### config.mk
export PLATFORM = sky130hd
export DESIGN_NAME = char_lcd_write_sequencer_core_flat
export DESIGN_NICKNAME = d
export VERILOG_FILES = /design/src/rtl/lcdws_pkg.sv /design/src/rtl/lcdws_if.sv /design/src/rtl/lcdws_regs.sv /design/src/rtl/lcdws_expand.sv /design/src/rtl/char_lcd_write_sequencer_core.sv /design/src/flat_wrapper.sv
export SDC_FILE = /design/constraint.sdc
export NUM_CORES = 1
export LEC_CHECK = 0
export BUFFER_PORTS_ARGS = -buffer_cell sky130_fd_sc_hd__buf_2
export CORE_ASPECT_RATIO = 1.25
export CORE_MARGIN = 4
export CORE_UTILIZATION = 35
export DETAILED_ROUTE_END_ITERATION = 8
export GPL_TIMING_DRIVEN = 0
export HOLD_SLACK_MARGIN = 0.02
export PLACE_DENSITY = 0.66
export SLEW_MARGIN = 10
export SYNTH_ARGS = -nofsm -noshare
export SYNTH_HDL_FRONTEND = slang
export SYNTH_HIERARCHICAL = 1
export SYNTH_SLANG_ARGS = --single-unit
### constraint.sdc
create_clock -name clk -period 1.7 [get_ports clk]
set_input_delay 0.34 -clock clk [delete_from_list [all_inputs] [get_ports clk]]
set_output_delay 0.34 -clock clk [all_outputs]
set_load 0.005 [all_outputs]
### src/rtl/lcdws_pkg.sv
// ----------------------------------------------------------------------------
// lcdws_pkg - shared types and constants for the character-LCD write sequencer
// Request codes, register map, reset values, bus constants and the
// configuration struct.
// ----------------------------------------------------------------------------
`default_nettype none

package lcdws_pkg;

	// Request codes
	localparam int unsigned CMD_W = 3;
	typedef logic [CMD_W-1:0] cmd_t;
	localparam cmd_t CMD_INIT  = 3'd0;
	localparam cmd_t CMD_BYTE  = 3'd1;
	localparam cmd_t CMD_DATA  = 3'd2;
	localparam cmd_t CMD_CLEAR = 3'd3;
	localparam cmd_t CMD_MOVE  = 3'd4;

	// Field widths
	localparam int unsigned BYTE_W = 8;
	localparam int unsigned PRE_W  = 7;
	localparam int unsigned POST_W = 5;
	typedef logic [BYTE_W-1:0] byte_t;
	typedef logic [PRE_W-1:0]  pre_t;
	typedef logic [POST_W-1:0] post_t;

	// Register map: register i at byte address 4*i
	localparam int unsigned ADDR_W    = 5;
	localparam int unsigned REG_IDX_W = 3;
	localparam int unsigned DATA_W    = 32;
	typedef logic [REG_IDX_W-1:0] reg_idx_t;
	localparam reg_idx_t REG_BUS_MODE   = 3'd0;
	localparam reg_idx_t REG_EIGHT_CODE = 3'd1;
	localparam reg_idx_t REG_FOUR_CODE  = 3'd2;
	localparam reg_idx_t REG_HOME_CODE  = 3'd3;
	localparam reg_idx_t REG_DISP_CODE  = 3'd4;
	localparam reg_idx_t REG_CLEAR_CODE = 3'd5;

	// Reset values
	localparam byte_t RST_EIGHT_CODE = 8'd56;
	localparam byte_t RST_FOUR_CODE  = 8'd40;
	localparam byte_t RST_HOME_CODE  = 8'd2;
	localparam byte_t RST_DISP_CODE  = 8'd14;
	localparam byte_t RST_CLEAR_CODE = 8'd1;

	// Cursor addressing
	localparam byte_t LINE1_BASE = 8'h80;
	localparam byte_t LINE2_BASE = 8'hC0;
	localparam byte_t COL_MAX    = 8'd16;
	localparam byte_t ROW_ONE    = 8'd1;
	localparam byte_t ROW_TWO    = 8'd2;
	localparam byte_t NIB_MASK   = 8'hF0;

	// Waits in milliseconds
	localparam pre_t  PRE_INIT_MS    = 7'd100;
	localparam post_t POST_STEP_MS   = 5'd1;
	localparam post_t POST_END8_MS   = 5'd10;
	localparam post_t POST_END4_MS   = 5'd20;

	typedef struct packed {
		logic  four_bit;
		byte_t eight_code;
		byte_t four_code;
		byte_t home_code;
		byte_t disp_code;
		byte_t clear_code;
	} cfg_t;

endpackage

`default_nettype wire

### src/rtl/lcdws_if.sv
// ----------------------------------------------------------------------------
// lcdws_if - request and bus-event channels
// Valid/ready channels; a word moves at a clock edge with valid and ready high.
// ----------------------------------------------------------------------------
`default_nettype none

interface lcdws_req_if;
	import lcdws_pkg::*;

	logic  valid;
	logic  ready;
	cmd_t  cmd;
	byte_t value;
	byte_t row;
	byte_t column;

	modport source (output valid, output cmd, output value, output row, output column,
		input ready);
	modport sink (input valid, input cmd, input value, input row, input column,
		output ready);
endinterface

interface lcdws_evt_if;
	import lcdws_pkg::*;

	logic  valid;
	logic  ready;
	logic  reg_select;
	byte_t bus_value;
	pre_t  pre_wait_ms;
	post_t post_wait_ms;
	logic  last;

	modport source (output valid, output reg_select, output bus_value,
		output pre_wait_ms, output post_wait_ms, output last, input ready);
	modport sink (input valid, input reg_select, input bus_value,
		input pre_wait_ms, input post_wait_ms, input last, output ready);
endinterface

`default_nettype wire

### src/rtl/lcdws_regs.sv
// ----------------------------------------------------------------------------
// lcdws_regs - configuration register file
// APB-style write and read of the bus mode and the init command bytes.
// ----------------------------------------------------------------------------
`default_nettype none

module lcdws_regs (
	input  wire logic                     clk,
	input  wire logic                     arst_n,
	input  wire logic                     psel,
	input  wire logic                     penable,
	input  wire logic                     pwrite,
	input  wire logic [lcdws_pkg::ADDR_W-1:0] paddr,
	input  wire logic [lcdws_pkg::DATA_W-1:0] pwdata,
	output logic      [lcdws_pkg::DATA_W-1:0] prdata,
	output logic                          pready,
	output lcdws_pkg::cfg_t               cfg
);
	import lcdws_pkg::*;

	cfg_t     cfg_q;
	reg_idx_t idx;
	logic     wr_en;

	assign idx    = paddr[ADDR_W-1:2];
	assign wr_en  = psel && penable && pwrite;
	assign pready = 1'b1;
	assign cfg    = cfg_q;

	always_ff @(posedge clk or negedge arst_n) begin
		if (!arst_n) begin
			cfg_q.four_bit   <= 1'b0;
			cfg_q.eight_code <= RST_EIGHT_CODE;
			cfg_q.four_code  <= RST_FOUR_CODE;
			cfg_q.home_code  <= RST_HOME_CODE;
			cfg_q.disp_code  <= RST_DISP_CODE;
			cfg_q.clear_code <= RST_CLEAR_CODE;
		end else if (wr_en) begin
			case (idx)
				REG_BUS_MODE:   cfg_q.four_bit   <= pwdata[0];
				REG_EIGHT_CODE: cfg_q.eight_code <= pwdata[BYTE_W-1:0];
				REG_FOUR_CODE:  cfg_q.four_code  <= pwdata[BYTE_W-1:0];
				REG_HOME_CODE:  cfg_q.home_code  <= pwdata[BYTE_W-1:0];
				REG_DISP_CODE:  cfg_q.disp_code  <= pwdata[BYTE_W-1:0];
				REG_CLEAR_CODE: cfg_q.clear_code <= pwdata[BYTE_W-1:0];
				default: ;
			endcase
		end
	end

	always_comb begin
		case (idx)
			REG_BUS_MODE:   prdata = {{(DATA_W-1){1'b0}}, cfg_q.four_bit};
			REG_EIGHT_CODE: prdata = {{(DATA_W-BYTE_W){1'b0}}, cfg_q.eight_code};
			REG_FOUR_CODE:  prdata = {{(DATA_W-BYTE_W){1'b0}}, cfg_q.four_code};
			REG_HOME_CODE:  prdata = {{(DATA_W-BYTE_W){1'b0}}, cfg_q.home_code};
			REG_DISP_CODE:  prdata = {{(DATA_W-BYTE_W){1'b0}}, cfg_q.disp_code};
			REG_CLEAR_CODE: prdata = {{(DATA_W-BYTE_W){1'b0}}, cfg_q.clear_code};
			default:        prdata = '0;
		endcase
	end

endmodule

`default_nettype wire

### src/rtl/lcdws_expand.sv
// ----------------------------------------------------------------------------
// lcdws_expand - request register, event builder and output register
// Holds one decoded request and walks its pulses, one word per cycle while the bus side is not stalled.
// ----------------------------------------------------------------------------
`default_nettype none

module lcdws_expand (
	input  wire logic            clk,
	input  wire logic            arst_n,
	input  wire lcdws_pkg::cfg_t cfg,
	lcdws_req_if.sink            req,
	lcdws_evt_if.source          evt
);
	import lcdws_pkg::*;

	// request stage
	logic       req_vld_s1;
	logic       rs_s1;
	logic       init_s1;
	byte_t      byte_s1;
	logic [2:0] idx_q;

	// output stage
	logic  evt_vld_s2;
	logic  rs_s2;
	byte_t bus_s2;
	pre_t  pre_s2;
	post_t post_s2;
	logic  last_s2;

	// accept-side decode
	logic       acc;
	logic       keep;
	logic       col_ok;
	logic [3:0] col_m1;
	byte_t      addr;
	byte_t      in_byte;
	logic       in_rs;
	logic       in_init;

	// event builder
	logic [1:0] b;
	logic       lo_nib;
	logic       byte_end;
	byte_t      init_byte;
	byte_t      cur_byte;
	byte_t      ev_bus;
	pre_t       ev_pre;
	post_t      ev_post;
	logic       ev_last;
	logic       emit;

	assign acc    = req.valid && req.ready;
	assign col_ok = (req.column >= 8'd1) && (req.column <= COL_MAX);
	assign col_m1 = req.column[3:0] - 4'd1;

	always_comb begin
		if (col_ok && req.row == ROW_ONE) begin
			addr = LINE1_BASE | {4'h0, col_m1};
		end else if (col_ok && req.row == ROW_TWO) begin
			addr = LINE2_BASE | {4'h0, col_m1};
		end else begin
			addr = LINE1_BASE;
		end
	end

	always_comb begin
		keep    = 1'b1;
		in_rs   = 1'b0;
		in_init = 1'b0;
		in_byte = req.value;
		case (req.cmd)
			CMD_INIT:  in_init = 1'b1;
			CMD_BYTE:  in_byte = req.value;
			CMD_DATA:  in_rs   = 1'b1;
			CMD_CLEAR: in_byte = cfg.clear_code;
			CMD_MOVE:  in_byte = addr;
			default:   keep    = 1'b0;
		endcase
	end

	// pulse index -> byte index and nibble
	assign b        = cfg.four_bit ? idx_q[2:1] : idx_q[1:0];
	assign lo_nib   = cfg.four_bit && idx_q[0];
	assign byte_end = !cfg.four_bit || idx_q[0];

	always_comb begin
		case (b)
			2'd0:    init_byte = cfg.four_bit ? cfg.home_code : cfg.eight_code;
			2'd1:    init_byte = cfg.four_bit ? cfg.four_code : cfg.home_code;
			2'd2:    init_byte = cfg.disp_code;
			default: init_byte = cfg.clear_code;
		endcase
	end

	assign cur_byte = init_s1 ? init_byte : byte_s1;

	always_comb begin
		if (!cfg.four_bit) begin
			ev_bus = cur_byte;
		end else if (lo_nib) begin
			ev_bus = {cur_byte[3:0], 4'h0};
		end else begin
			ev_bus = cur_byte & NIB_MASK;
		end
	end

	assign ev_pre = (init_s1 && idx_q == 3'd0) ? PRE_INIT_MS : '0;

	always_comb begin
		if (!(init_s1 && byte_end)) begin
			ev_post = '0;
		end else if (b != 2'd3) begin
			ev_post = POST_STEP_MS;
		end else begin
			ev_post = cfg.four_bit ? POST_END4_MS : POST_END8_MS;
		end
	end

	assign ev_last = byte_end && (!init_s1 || b == 2'd3);

	assign emit      = req_vld_s1 && (!evt_vld_s2 || evt.ready);
	assign req.ready = !req_vld_s1 || (emit && ev_last);

	always_ff @(posedge clk or negedge arst_n) begin
		if (!arst_n) begin
			req_vld_s1 <= 1'b0;
			idx_q      <= '0;
		end else if (acc) begin
			req_vld_s1 <= keep;
			idx_q      <= '0;
		end else if (emit && ev_last) begin
			req_vld_s1 <= 1'b0;
		end else if (emit) begin
			idx_q <= idx_q + 3'd1;
		end
	end

	always_ff @(posedge clk) begin
		if (acc) begin
			rs_s1   <= in_rs;
			init_s1 <= in_init;
			byte_s1 <= in_byte;
		end
	end

	always_ff @(posedge clk or negedge arst_n) begin
		if (!arst_n) begin
			evt_vld_s2 <= 1'b0;
		end else if (emit) begin
			evt_vld_s2 <= 1'b1;
		end else if (evt.ready) begin
			evt_vld_s2 <= 1'b0;
		end
	end

	always_ff @(posedge clk) begin
		if (emit) begin
			rs_s2   <= rs_s1;
			bus_s2  <= ev_bus;
			pre_s2  <= ev_pre;
			post_s2 <= ev_post;
			last_s2 <= ev_last;
		end
	end

	assign evt.valid        = evt_vld_s2;
	assign evt.reg_select   = rs_s2;
	assign evt.bus_value    = bus_s2;
	assign evt.pre_wait_ms  = pre_s2;
	assign evt.post_wait_ms = post_s2;
	assign evt.last         = last_s2;

endmodule

`default_nettype wire

### src/rtl/char_lcd_write_sequencer_core.sv
// ----------------------------------------------------------------------------
// char_lcd_write_sequencer_core - character-LCD write sequencer
// Turns LCD requests (init, command, data, clear, move cursor) into a run of
// bus write words, one word per enable pulse.
// ----------------------------------------------------------------------------
//
//   channel  dir  handshake          carries
//   -------  ---  -----------------  ---------------------------------------
//   req      in   valid/ready        cmd, value, row, column
//   evt      out  valid/ready        reg_select, bus_value, pre/post wait, last
//   apb      in   psel/penable/pwr   bus mode and init command bytes
//
// One request yields 1 word (byte, eight-bit bus), 2 words (byte, four-bit
// bus), 4 words (init, eight-bit) or 8 words (init, four-bit); the request
// register emits one word per cycle into the output register while that
// register is empty or its word is taken. Requests with codes 5 to 7 are
// taken and give nothing. A new request is taken in the cycle its
// predecessor's last word moves to the output register. Reset clears both
// valid flags and restores the register defaults; a stalled output holds its
// word and the request register waits behind it.
// ----------------------------------------------------------------------------
`default_nettype none

module char_lcd_write_sequencer_core (
	input  wire logic                         clk,
	input  wire logic                         arst_n,
	lcdws_req_if.sink                         req,
	lcdws_evt_if.source                       evt,
	input  wire logic                         psel,
	input  wire logic                         penable,
	input  wire logic                         pwrite,
	input  wire logic [lcdws_pkg::ADDR_W-1:0] paddr,
	input  wire logic [lcdws_pkg::DATA_W-1:0] pwdata,
	output logic      [lcdws_pkg::DATA_W-1:0] prdata,
	output logic                              pready
);
	import lcdws_pkg::*;

	// live configuration; to be written only while the sequencer is idle, which the block does not enforce
	cfg_t cfg;

	lcdws_regs u_regs (
		.clk     (clk),
		.arst_n  (arst_n),
		.psel    (psel),
		.penable (penable),
		.pwrite  (pwrite),
		.paddr   (paddr),
		.pwdata  (pwdata),
		.prdata  (prdata),
		.pready  (pready),
		.cfg     (cfg)
	);

	// hold the request, walk its pulses and register each word for the bus side
	lcdws_expand u_expand (
		.clk    (clk),
		.arst_n (arst_n),
		.cfg    (cfg),
		.req    (req),
		.evt    (evt)
	);

endmodule

`default_nettype wire

### src/flat_wrapper.sv
// flat-port wrapper written by rule: the top's interface ports become plain ports
module char_lcd_write_sequencer_core_flat import lcdws_pkg::*;
  (clk, arst_n, psel, penable, pwrite, paddr, pwdata, prdata, pready, req_valid, req_cmd, req_value, req_row, req_column, req_ready, evt_valid, evt_reg_select, evt_bus_value, evt_pre_wait_ms, evt_post_wait_ms, evt_last, evt_ready);
  lcdws_req_if req_i ();
  lcdws_evt_if evt_i ();
  input  wire logic clk;
  input  wire logic arst_n;
  input  wire logic psel;
  input  wire logic penable;
  input  wire logic pwrite;
  input  wire logic [lcdws_pkg::ADDR_W-1:0] paddr;
  input  wire logic [lcdws_pkg::DATA_W-1:0] pwdata;
  output logic      [lcdws_pkg::DATA_W-1:0] prdata;
  output logic pready;
  input wire logic [$bits(req_i.valid)-1:0] req_valid;
  input wire logic [$bits(req_i.cmd)-1:0] req_cmd;
  input wire logic [$bits(req_i.value)-1:0] req_value;
  input wire logic [$bits(req_i.row)-1:0] req_row;
  input wire logic [$bits(req_i.column)-1:0] req_column;
  output wire logic [$bits(req_i.ready)-1:0] req_ready;
  output wire logic [$bits(evt_i.valid)-1:0] evt_valid;
  output wire logic [$bits(evt_i.reg_select)-1:0] evt_reg_select;
  output wire logic [$bits(evt_i.bus_value)-1:0] evt_bus_value;
  output wire logic [$bits(evt_i.pre_wait_ms)-1:0] evt_pre_wait_ms;
  output wire logic [$bits(evt_i.post_wait_ms)-1:0] evt_post_wait_ms;
  output wire logic [$bits(evt_i.last)-1:0] evt_last;
  input wire logic [$bits(evt_i.ready)-1:0] evt_ready;
  assign req_i.valid = req_valid;
  assign req_i.cmd = req_cmd;
  assign req_i.value = req_value;
  assign req_i.row = req_row;
  assign req_i.column = req_column;
  assign req_ready = req_i.ready;
  assign evt_valid = evt_i.valid;
  assign evt_reg_select = evt_i.reg_select;
  assign evt_bus_value = evt_i.bus_value;
  assign evt_pre_wait_ms = evt_i.pre_wait_ms;
  assign evt_post_wait_ms = evt_i.post_wait_ms;
  assign evt_last = evt_i.last;
  assign evt_i.ready = evt_ready;
  char_lcd_write_sequencer_core u_core (.clk(clk), .arst_n(arst_n), .req(req_i), .evt(evt_i), .psel(psel), .penable(penable), .pwrite(pwrite), .paddr(paddr), .pwdata(pwdata), .prdata(prdata), .pready(pready));
endmodule
* Word-level counts from Yosys, hierarchy flattened
Index checks and enable logic that the tools add are counted.
Operators by class: add/sub/neg operators 2, magnitude comparators 2, eq/ne operators 16, mux-type cells 24, bitwise gates (word level) 1, reductions and logical operators 36
Operators by type and width (count):
- $mux 8 | 6
- $pmux 8 s6 | 1
- $pmux 8 s3 | 1
- $pmux 8 s2 | 1
- $mux 7 | 2
- $reduce_and 2->1 | 7
- $eq 3x2->1 const B | 4
- $logic_and 1x1->1 | 12
- $eq 3x3->1 const B | 3
- $logic_not 3->1 | 3
- $mux 3 | 3
- $eq 8x1->1 const B | 1
- $eq 8x2->1 const B | 1
- $ge 8x1->1 const B | 1
- $le 8x5->1 const B | 1
- $mux 1 | 8
- $eq 3x1->1 const B | 2
- $reduce_bool 2->1 | 3
- $mux 5 | 1
- $reduce_or 5->1 | 1
- $eq 2x2->1 const B | 2
- $logic_not 1->1 | 4
- $logic_or 1x1->1 | 4
- $ne 2x2->1 const B | 2
- other kinds (7) | 7
Storage, ports and cells: bits in registers 78, input bits 71, output and inout port bits 57

* Depth between registers and ports, before layout
Gate-level depths: netlist of the first run.
depth in word-level cells 9, gate-level depth with buffers 7, depth with buffers taken out 7

* Cells and area by module
The synthesis of the first run kept the hierarchy.
By module, submodules not included:
- lcdws_regs | instances 1, cells an instance 160, area each 2112.0 um2, seq. area each 1038.5 um2
- lcdws_expand | instances 1, cells an instance 227, area each 2097.0 um2, seq. area each 845.8 um2

* Least setup slack after synthesis of the first run
No wires, ideal clock.
kind register to register, start register u_core.u_regs.cfg_q, in the netlist u_core/u_regs/cfg[40], end register u_core.u_expand.byte_s1[0] (enable), setup time 0.343 ns, arrival time 1.421 ns, path slack -0.064 ns, cell stages (with the launch flop) 8, path buffers 1, path through dfrtp_1 buf_6 nand2b_1 nand2_1 a21o_1 inv_2 a21bo_2 and2_1
Between the ends: word-level cells in the longest chain between the ends 7
RTL lines:
- start, declared | line lcdws_regs.sv:21 | cfg_t cfg_q;
- $mux 2 | line lcdws_expand.sv:83 | assign b = cfg.four_bit ? idx_q[2:1] : idx_q[1:0];
- $eq 2x2->1 | line lcdws_expand.sv:120 | assign ev_last = byte_end && (!init_s1 || b == 2'd3);
- $logic_or 1x1->1 | line lcdws_expand.sv:120
- $logic_and 1x1->1 (*) | line lcdws_expand.sv:120
- via u_core.u_expand.ev_last | line lcdws_expand.sv:50 | logic ev_last;
- $logic_and 1x1->1 (*) | line lcdws_expand.sv:123 | assign req.ready = !req_vld_s1 || (emit && ev_last);
- $logic_or 1x1->1 (*) | line lcdws_expand.sv:123
- via req_ready | line flat_wrapper.sv:20 | output wire logic [$bits(req_i.ready)-1:0] req_ready;
- $logic_and 1x1->1 (*) | line lcdws_expand.sv:53 | assign acc = req.valid && req.ready;
- via u_core.u_expand.acc | line lcdws_expand.sv:32 | logic acc;
- end signal, assigned | line lcdws_expand.sv:143 | byte_s1 <= in_byte;
- end, declared | line lcdws_expand.sv:20 | byte_t byte_s1;
The timed path passes the listed nets; every way through them passes the cells marked *. A chain may end at the register's enable or synchronous reset.

* Final worst setup path of the first run
start register u_core.u_regs.cfg_q, in the netlist u_core/u_regs/cfg[40], end output prdata[0] (netlist name)
Between the ends: word-level cells in the longest chain between the ends 1
RTL lines:
- $pmux 8 s6 | line lcdws_regs.sv:52 | case (idx)
- end, declared | line flat_wrapper.sv:13 | output logic [lcdws_pkg::DATA_W-1:0] prdata;
No other way between the ends.

==> results of run 1 <==
-- where the power goes --
part           leakage (uW)  internal (uW)  total, uW  switching [uW]
combinational       0.00148           1270       2650            1380
sequential         0.000793           2270       2620             354
clock              0.000147           1150       1910             756
total               0.00242           4690       7180            2490
-- registers in the layout (all words and copies together), names as in the netlist --
signal and cells:
u_core/u_expand/byte_s1 8, u_core/u_expand/evt.valid 1, u_core/u_expand/evt.last 1, u_core/u_expand/init_s1 1
u_core/u_regs/cfg 41, u_core/u_expand/req_vld_s1 1, u_core/u_expand/idx_q 3, u_core/u_expand/evt.pre_wait_ms 1
u_core/u_expand/evt.bus_value 8, u_core/u_expand/rs_s1 1, u_core/u_expand/evt.post_wait_ms 3, u_core/u_expand/evt.reg_select 1
-- cells in the final DEF (no fill, tap or decap), types with 6 or more instances in the layout --
master / netlist / layout
o21ai_2: 0 / 7
mux2i_1: 13 / 13
nand3_1: 9 / 9
buf_6: 2 / 8
clkbuf_16: 0 / 9
buf_4: 36 / 52
edfxtp_1: 24 / 24
mux2_2: 44 / 43
a21oi_1: 16 / 15
conb_1: 3 / 29
clkbuf_1: 9 / 6
nand2b_1: 7 / 6
dfrtp_1: 36 / 35
nor2_1: 15 / 13
o22ai_1: 14 / 13
buf_2: 6 / 70
dfstp_2: 10 / 10
nand2_1: 17 / 17
o21ai_0: 17 / 12
-- cells in the mapped netlist, types with 2 or more instances --
cell type / count
mux2_2: 44
buf_4: 36
dfrtp_1: 36
edfxtp_1: 24
nand2_1: 17
o21ai_0: 17
a21oi_1: 16
nor2_1: 15
o22ai_1: 14
mux2i_1: 13
dfstp_2: 10
clkbuf_1: 9
nand3_1: 9
a22oi_1: 7
nand2b_1: 7
buf_2: 6
inv_1: 6
o221ai_1: 6
ha_1: 5
nor2b_1: 5
o21ai_1: 5
a32oi_1: 4
nand4_1: 4
nor3_1: 4
o22a_1: 4
a31oi_1: 3
and2_1: 3
conb_1: 3
nand3b_1: 3
nor2_2: 3
a211o_1: 2
a211oi_1: 2
a221oi_1: 2
a222oi_1: 2
a22o_1: 2
buf_6: 2
inv_2: 2
mux2_1: 2
nor2_4: 2
nor4_1: 2
nor4b_1: 2
o211ai_1: 2
o31ai_2: 2
xnor2_1: 2
-- timing repair --
item,CTS,global route
pin swaps,13,19
endpoints found under the setup margin,41,31
hold buffers,0,0
resized for setup,25,41
setup buffers,13,6
hold endpoints to repair,0,0
-- cell families after synthesis --
| kind of cell | count (synthesis) |
|---|---|
| XOR/XNOR | 3 |
| flip-flops | 70 |
| AND/OR/NAND/NOR | 85 |
| AO/OA/AOI/OAI | 98 |
| other | 3 |
| adder cells (fa/ha/maj) | 5 |
| multiplexers | 60 |
| buffers and inverters | 63 |
-- through the flow --
step | hold WS [ns] | cells | util | TNS, ns
global placement | 0.405 | 645 | 0.417 | -4.07
detailed placement | 0.407 | 645 | 0.417 | -5.65
CTS | 0.204 | 674 | 0.458 | -1.83
global route | 0.262 | 679 | 0.475 | -2.11
finish | 0.179 | 679 | 0.475 | -1.38
floorplan | 0.0444 | 413 | - | 0
-- metal layers --
metal | GRT usage | wire, um | vias up
met5 | 0 | 0 | -
met1 | 0.198 | 4790 | 1712
met3 | 0.0354 | 748 | 43
met4 | 0.0816 | 422 | 0
li1 | - | - | 1648
met2 | 0.285 | 5870 | 170
-- cell type report --
type | count | area [sq um]
clock inverter | 7 | 78.8
timing repair buffer | 89 | 517
multi-input combinational | 280 | 2200
tap | 161 | 201
buffer | 55 | 405
fill | 1104 | 6130
inverter | 8 | 30.0
clock buffer | 9 | 225
sequential | 70 | 1890
-- worst register-to-register path: stages, from the launching register on --
cell and delay (ns):
dfrtp_1 0.41, buf_6 0.16, buf_6 0.12, mux2i_1 0.12, or3_4 0.36, o22a_1 0.22
o31ai_4 0.08, a32oi_1 0.14
-- worst max path at each step --
stage                     startpoint  cells past startpoint                         end
6_report       u_core/u_regs/cfg[40]                      5                   prdata[0]
5_1_grt        u_core/u_regs/cfg[40]                      7                   req_ready
4_1_cts        u_core/u_regs/cfg[40]                      5                   prdata[0]
3_5_place_dp                paddr[2]                      6                   prdata[7]
3_3_place_gp                paddr[2]                      6                   prdata[5]
2_1_floorplan  u_core/u_regs/cfg[40]                      7  u_core/u_expand/byte_s1[0]
==> summary.md, run 1 <==
| Metric | Value |
|---|---|
| Vias/cell | ~5.3 |
| Area growth from synthesis to layout | 31.7% |
| EDFF count, synth | 24 |
| Crit path DAT | 1.59 ns |
| Diode count | 0 |
| Synth Cell Area | between 4000 and 5000 sq um |
| Post-Synth XOR/XNOR Area | 0.00624 |
| Compound-Gate Fraction of Synth Area | 0.159 |
| CTS clk-pin slew, worst paths | about 0.06 ns |
| Ys flop type | dfrtp_1 |
| Critical path peak fanout | 2 |
| Worst hold path class | primary input to async pin |
| Adder-cell share of the synthesized area | 0.0149 |
| Fin worst setup slack | -0.231 ns |
| Worst slew pin tran | roughly 1.0 ns |
| Row Count | 44 |
| WP buf/inv | 3 |
| Synth unique cells | 65 |
| Post-synthesis mux area share | 0.159 |
| Final setup violation count | 12 |
| First-pass GRT wire length | between 15 and 20 mm |
| H-tree level count | 3 |
| Async SR Flop Fraction | 0.657 |
| Worst Skew | about 0.0087 ns |
| Post-synthesis sequential area ratio | 0.448 |
| Aggregate global routing overflow | 0 |
| Crit-path max cell delay | about 0.46 ns |
| P per Cell Area | around 1300 nW/um^2 |
| Delay-heaviest family, CP | multiplexers |
| Post-synth top area cell | dfrtp_1 |
| Pre-CTS WS | -0.282 ns |
| Pleak | 0.00242 uW |
| Gpl congestion | roughly 0.9 |
| First-pass DRT Iterations | 6 |
| CP cell instances | buf_6 -> mux4_2 -> inv_2 -> o22ai_2 -> buf_2 |
| Req. time, crit path | around 1.4 ns |
| Total Die Area | between 10000 and 15000 sq um |
| Share of the synthesized area in the top cell type | 0.214 |
| Die X-Extent | around 110 um |
| CTS tree | yes |
| WL per Instance | about 17 um |
| Via Count | about 3600 |
| Largest family of logic cells by synthesized area | multiplexers |
| Total CTS buffers | 9 |
| DRT iter0 DRCs | about 210 |
| Largest net degree at the start of global routing | 47 |
| Violations in the final reports | setup timing |
| Final Hold Viols | 0 |
| Yosys warns | 6 |
| R2r startpoint | u_core/u_regs/cfg[40] |
| Startpoint types | register |
| MaxCap Viol Count | 0 |
| Run status | complete, but fails checks |
| Vias in the first global route | between 3000 and 4000 |
| Hpwl dp | between 8 and 9 mm |
| Mapped Avg Cell Area | approximately 11 sq um |
| Reg-to-reg critical path endpoint | u_core/u_expand/evt.bus_value[4] |
| Die height | about 130 um |
| Worst Reg-to-Reg Cells | 7 |
| Synthesized instance count | 387 |
| Slew headroom | 0.319 |
| Max Clk Rate | 518 MHz |
| Setup crit end kind | output pin |
| CTS Root Cell | clkbuf_16 |
| Initial antenna violation count | 0 |
| IO Count | roughly 130 |
| Post-route ant nets | 0 |
| Post-Route WL | between 10 and 15 mm |
| DRC Markers | 0 |
| Slowest CP cell | mux4_2 |
| Tot Pwr | roughly 7200 uW |
| DP Area | between 4000 and 5000 sq um |
| Port bufs | just over 70 |
| # nets final | 589 |
| Sink Count | 70 |
| Finished Cell Area | 5540 sq um |
| Max IR drop VDD | 0.683 mV |
| Starting Density | 0.361 |
| Layout cells sized above 1 | 0.488 |
| Post-Synth Simple-Gate Area | 0.117 |
| Core ar. | 11700 sq um |
| GR Util All Layers | 0.166 |
| RSZ-0062 raised after global routing | yes |
| Clock buffer depth | 2 |
| Largest cells by area after synthesis | dfrtp_1 21%, edfxtp_1 17%, mux2_2 12% |
| CP Class | register to output pin |
| R2r setup slk | -0.17 ns |
| Crit share post-route | 1.14 |
| Number of synthesized register bits | 70 |
| Min Tclk post-route | a little under 2 ns |
| Clock Latency Late Sink | ~0.34 ns |
| Slew Limit Fails | 0 |
(Power assumes the default switching activity.)
==> inputs of run 2 (changes only) <==
- CORE_UTILIZATION: 35 -> 47
- PLACE_DENSITY: 0.66 -> 0.83
==> summary.md, run 2 (synthesis results as in run 1) <==
| Metric | Value |
|---|---|
| Run status | complete, but fails checks |
| Violations in the final reports | setup timing |
| Post-route insts no fill | 637 (-6.2%) |
| CP cell instances | buf_6 -> nand2b_4 -> nand2_1 -> a21o_1 -> inv_2 -> a21bo_2 -> buf_2 |
| Total CTS buffers | 9 (unchanged) |
| IO Count | 128 (unchanged) |
| Crit path from | u_core/u_regs/cfg[40] |
| First-pass GRT wire length | 17.2 mm (-4.0%) |
| Startpoint types | register |
| Initial antenna violation count | 0 (unchanged) |
| Vias/cell | 5.68 (+8.0%) |
| Most common cell after layout, fill and taps aside | buf_2 |
| Via Count | 3619 (+1.3%) |
| Worst Skew | 0.00655 ns (-0.00216 ns) |
| WL per Instance | 17.8 um (+2.0%) |
| Most frequent cells in the layout | 74 x buf_2, 52 x buf_4, 44 x mux2_2 |
| # nets final | 588 (-0.17%) |
| Post-route ant nets | 0 (unchanged) |
| DP Area | 4810 sq um (-1.1%) |
| Max Clk Rate | 529 MHz (+2.2%) |
| Finished Cell Area | 5330 sq um (-3.8%) |
| GR Util All Layers | 0.210 (+0.0440) |
| Pleak | 0.00234 uW (-3.6%) |
| Starting Density | 0.484 (+0.123) |
| Layout cells sized above 1 | 0.501 (+0.0126) |
| Final setup violation count | 22 (+10) |
| Die X-Extent | 92.6 um (-13%) |
| Sw Pwr | 2360 uW (-5.4%) |
| Worst slew pin tran | 1.00 ns (-0.0183 ns) |
| H-tree level count | 3 (unchanged) |
| RSZ-0062 raised after global routing | yes |
| Int Power | 4120 uW (-12%) |
| Crit path DAT | 1.55 ns (-0.04 ns) |
| Post-Route WL | 11.3 mm (-4.3%) |
| Total Die Area | 10500 sq um (-24%) |
| Sw frac | 0.364 (+0.0169) |
| Gpl congestion | 0.897 (-3.2%) |
| Req. time, crit path | 1.36 ns (about the same) |
| Aggregate global routing overflow | 0 (unchanged) |
| Setup crit end kind | output pin |
| Final Hold Viols | 0 (unchanged) |
| Row Count | 38 (-14%) |
| Pre-CTS WS | -0.230 ns (+0.0518 ns) |
| Max reg flops | 41 (unchanged) |
| DRC Markers | 0 (unchanged) |
| First-pass DRT Iterations | 5 (-1) |
| Crit-path max cell delay | 0.40 ns (-0.06 ns) |
| Power share of the clock group | 0.192 (-0.074) |
| R2r startpoint | u_core/u_regs/cfg[40] |
| Slowest CP cell | dfrtp_1 |
| Cells after DPL | 604 (-6.4%) |
| Clock Latency Late Sink | 0.35 ns (about the same) |
| Crit share post-route | 1.11 (-0.0241) |
| P per Cell Area | 1220 nW/um^2 (-6.2%) |
| Port bufs | 71 (unchanged) |
| Hpwl dp | 8.11 mm (-5.6%) |
| Clock buffer depth | 2 (unchanged) |
| Max IR drop VDD | 0.534 mV (-22%) |
| Diode count | 0 (unchanged) |
| CP Class | register to output pin |
| Sink Count | 70 (unchanged) |
| Die height | 114 um (-13%) |
| Fin worst setup slack | -0.190 ns (+0.0409 ns) |
| Comb pwr share | 0.406 (+0.037) |
| Slew Limit Fails | 0 (unchanged) |
| CTS clk-pin slew, worst paths | 0.08 ns (+0.02 ns) |
| CTS tree | yes |
| Area growth from synthesis to layout | 26.7% |
| Final hold slack | 0.159 ns (-0.0205 ns) |
| CTS Root Cell | clkbuf_8 |
| Core ar. | 8700 sq um (-25%) |
| Critical path peak fanout | 7 (+5) |
| Vias in the first global route | 3417 (-0.26%) |
| MaxCap Viol Count | 0 (unchanged) |
| Worst hold path class | primary input to async pin |
| Largest net degree at the start of global routing | 47 (unchanged) |
| Min Tclk post-route | 1.89 ns (-0.0409 ns) |
| Slew headroom | 0.331 (+0.0122) |
| DRT iter0 DRCs | 393 (+90%) |
| Sequential share of power | 0.403 (+0.038) |
[run 2: final cells by class]
cell class / instances / area, sq um
Clock buffer: 10 / 149
Tap cell: 120 / 150
Inverter: 8 / 30.0
Sequential cell: 70 / 1890
Fill cell: 717 / 3370
Multi-Input combinational cell: 280 / 2180
Buffer: 53 / 393
Clock inverter: 6 / 33.8
Timing Repair Buffer: 90 / 502
[run 2: what timing repair did]
action,in CTS,in global routing
buffers inserted,15,4
setup endpoints to repair,27,45
hold buffers,0,0
gates resized for setup,30,34
pin swaps,16,10
[run 2: stage by stage]
step	util	TNS, ns	power [uW]
after floorplan	-	0	4010
after global placement	0.553	-3.22	4650
after detailed placement	0.553	-4.22	4760
after CTS	0.597	-0.974	6210
after global routing	0.613	-2.10	6790
final	0.613	-0.917	6480
[run 2: power by group through the flow]
stage          clock network [uW]  logic (uW)  registers [uW]
2_1_floorplan                   0        1490            2520
3_3_place_gp                    0        2030            2620
3_5_place_dp                    0        2110            2640
4_1_cts                      1250        2370            2590
5_1_grt                      1330        2810            2650
6_report                     1240        2630            2610
[run 2: worst paths after layout]
path | to | slack, ns | cells after the start
worst max register to register | u_core/u_expand/evt.bus_value[4] | -0.18 | 6
min in group clk | u_core/u_expand/req_vld_s1 | 0.23 | 3
worst min register to register | u_core/u_expand/evt.reg_select | 0.42 | 0
worst min-delay path | u_core/u_expand/idx_q[1] | 0.16 | 1
max in group asynchronous | u_core/u_regs/cfg[7] | 0.86 | 1
worst max-delay path | req_ready | -0.19 | 7
[run 2: routing by layer]
metal  track usage  wire (um)
met1         0.247       4170
met2         0.368       5820
met3        0.0482        919
met4        0.0850        410
met5       0.00490          0
[run 2: worst max-delay path: cells and delay by family (launching register included)]
family,cells,cell delay [ns]
flip-flops,1,0.40
buffers and inverters,3,0.33
AO/OA/AOI/OAI,2,0.35
AND/OR/NAND/NOR,2,0.12
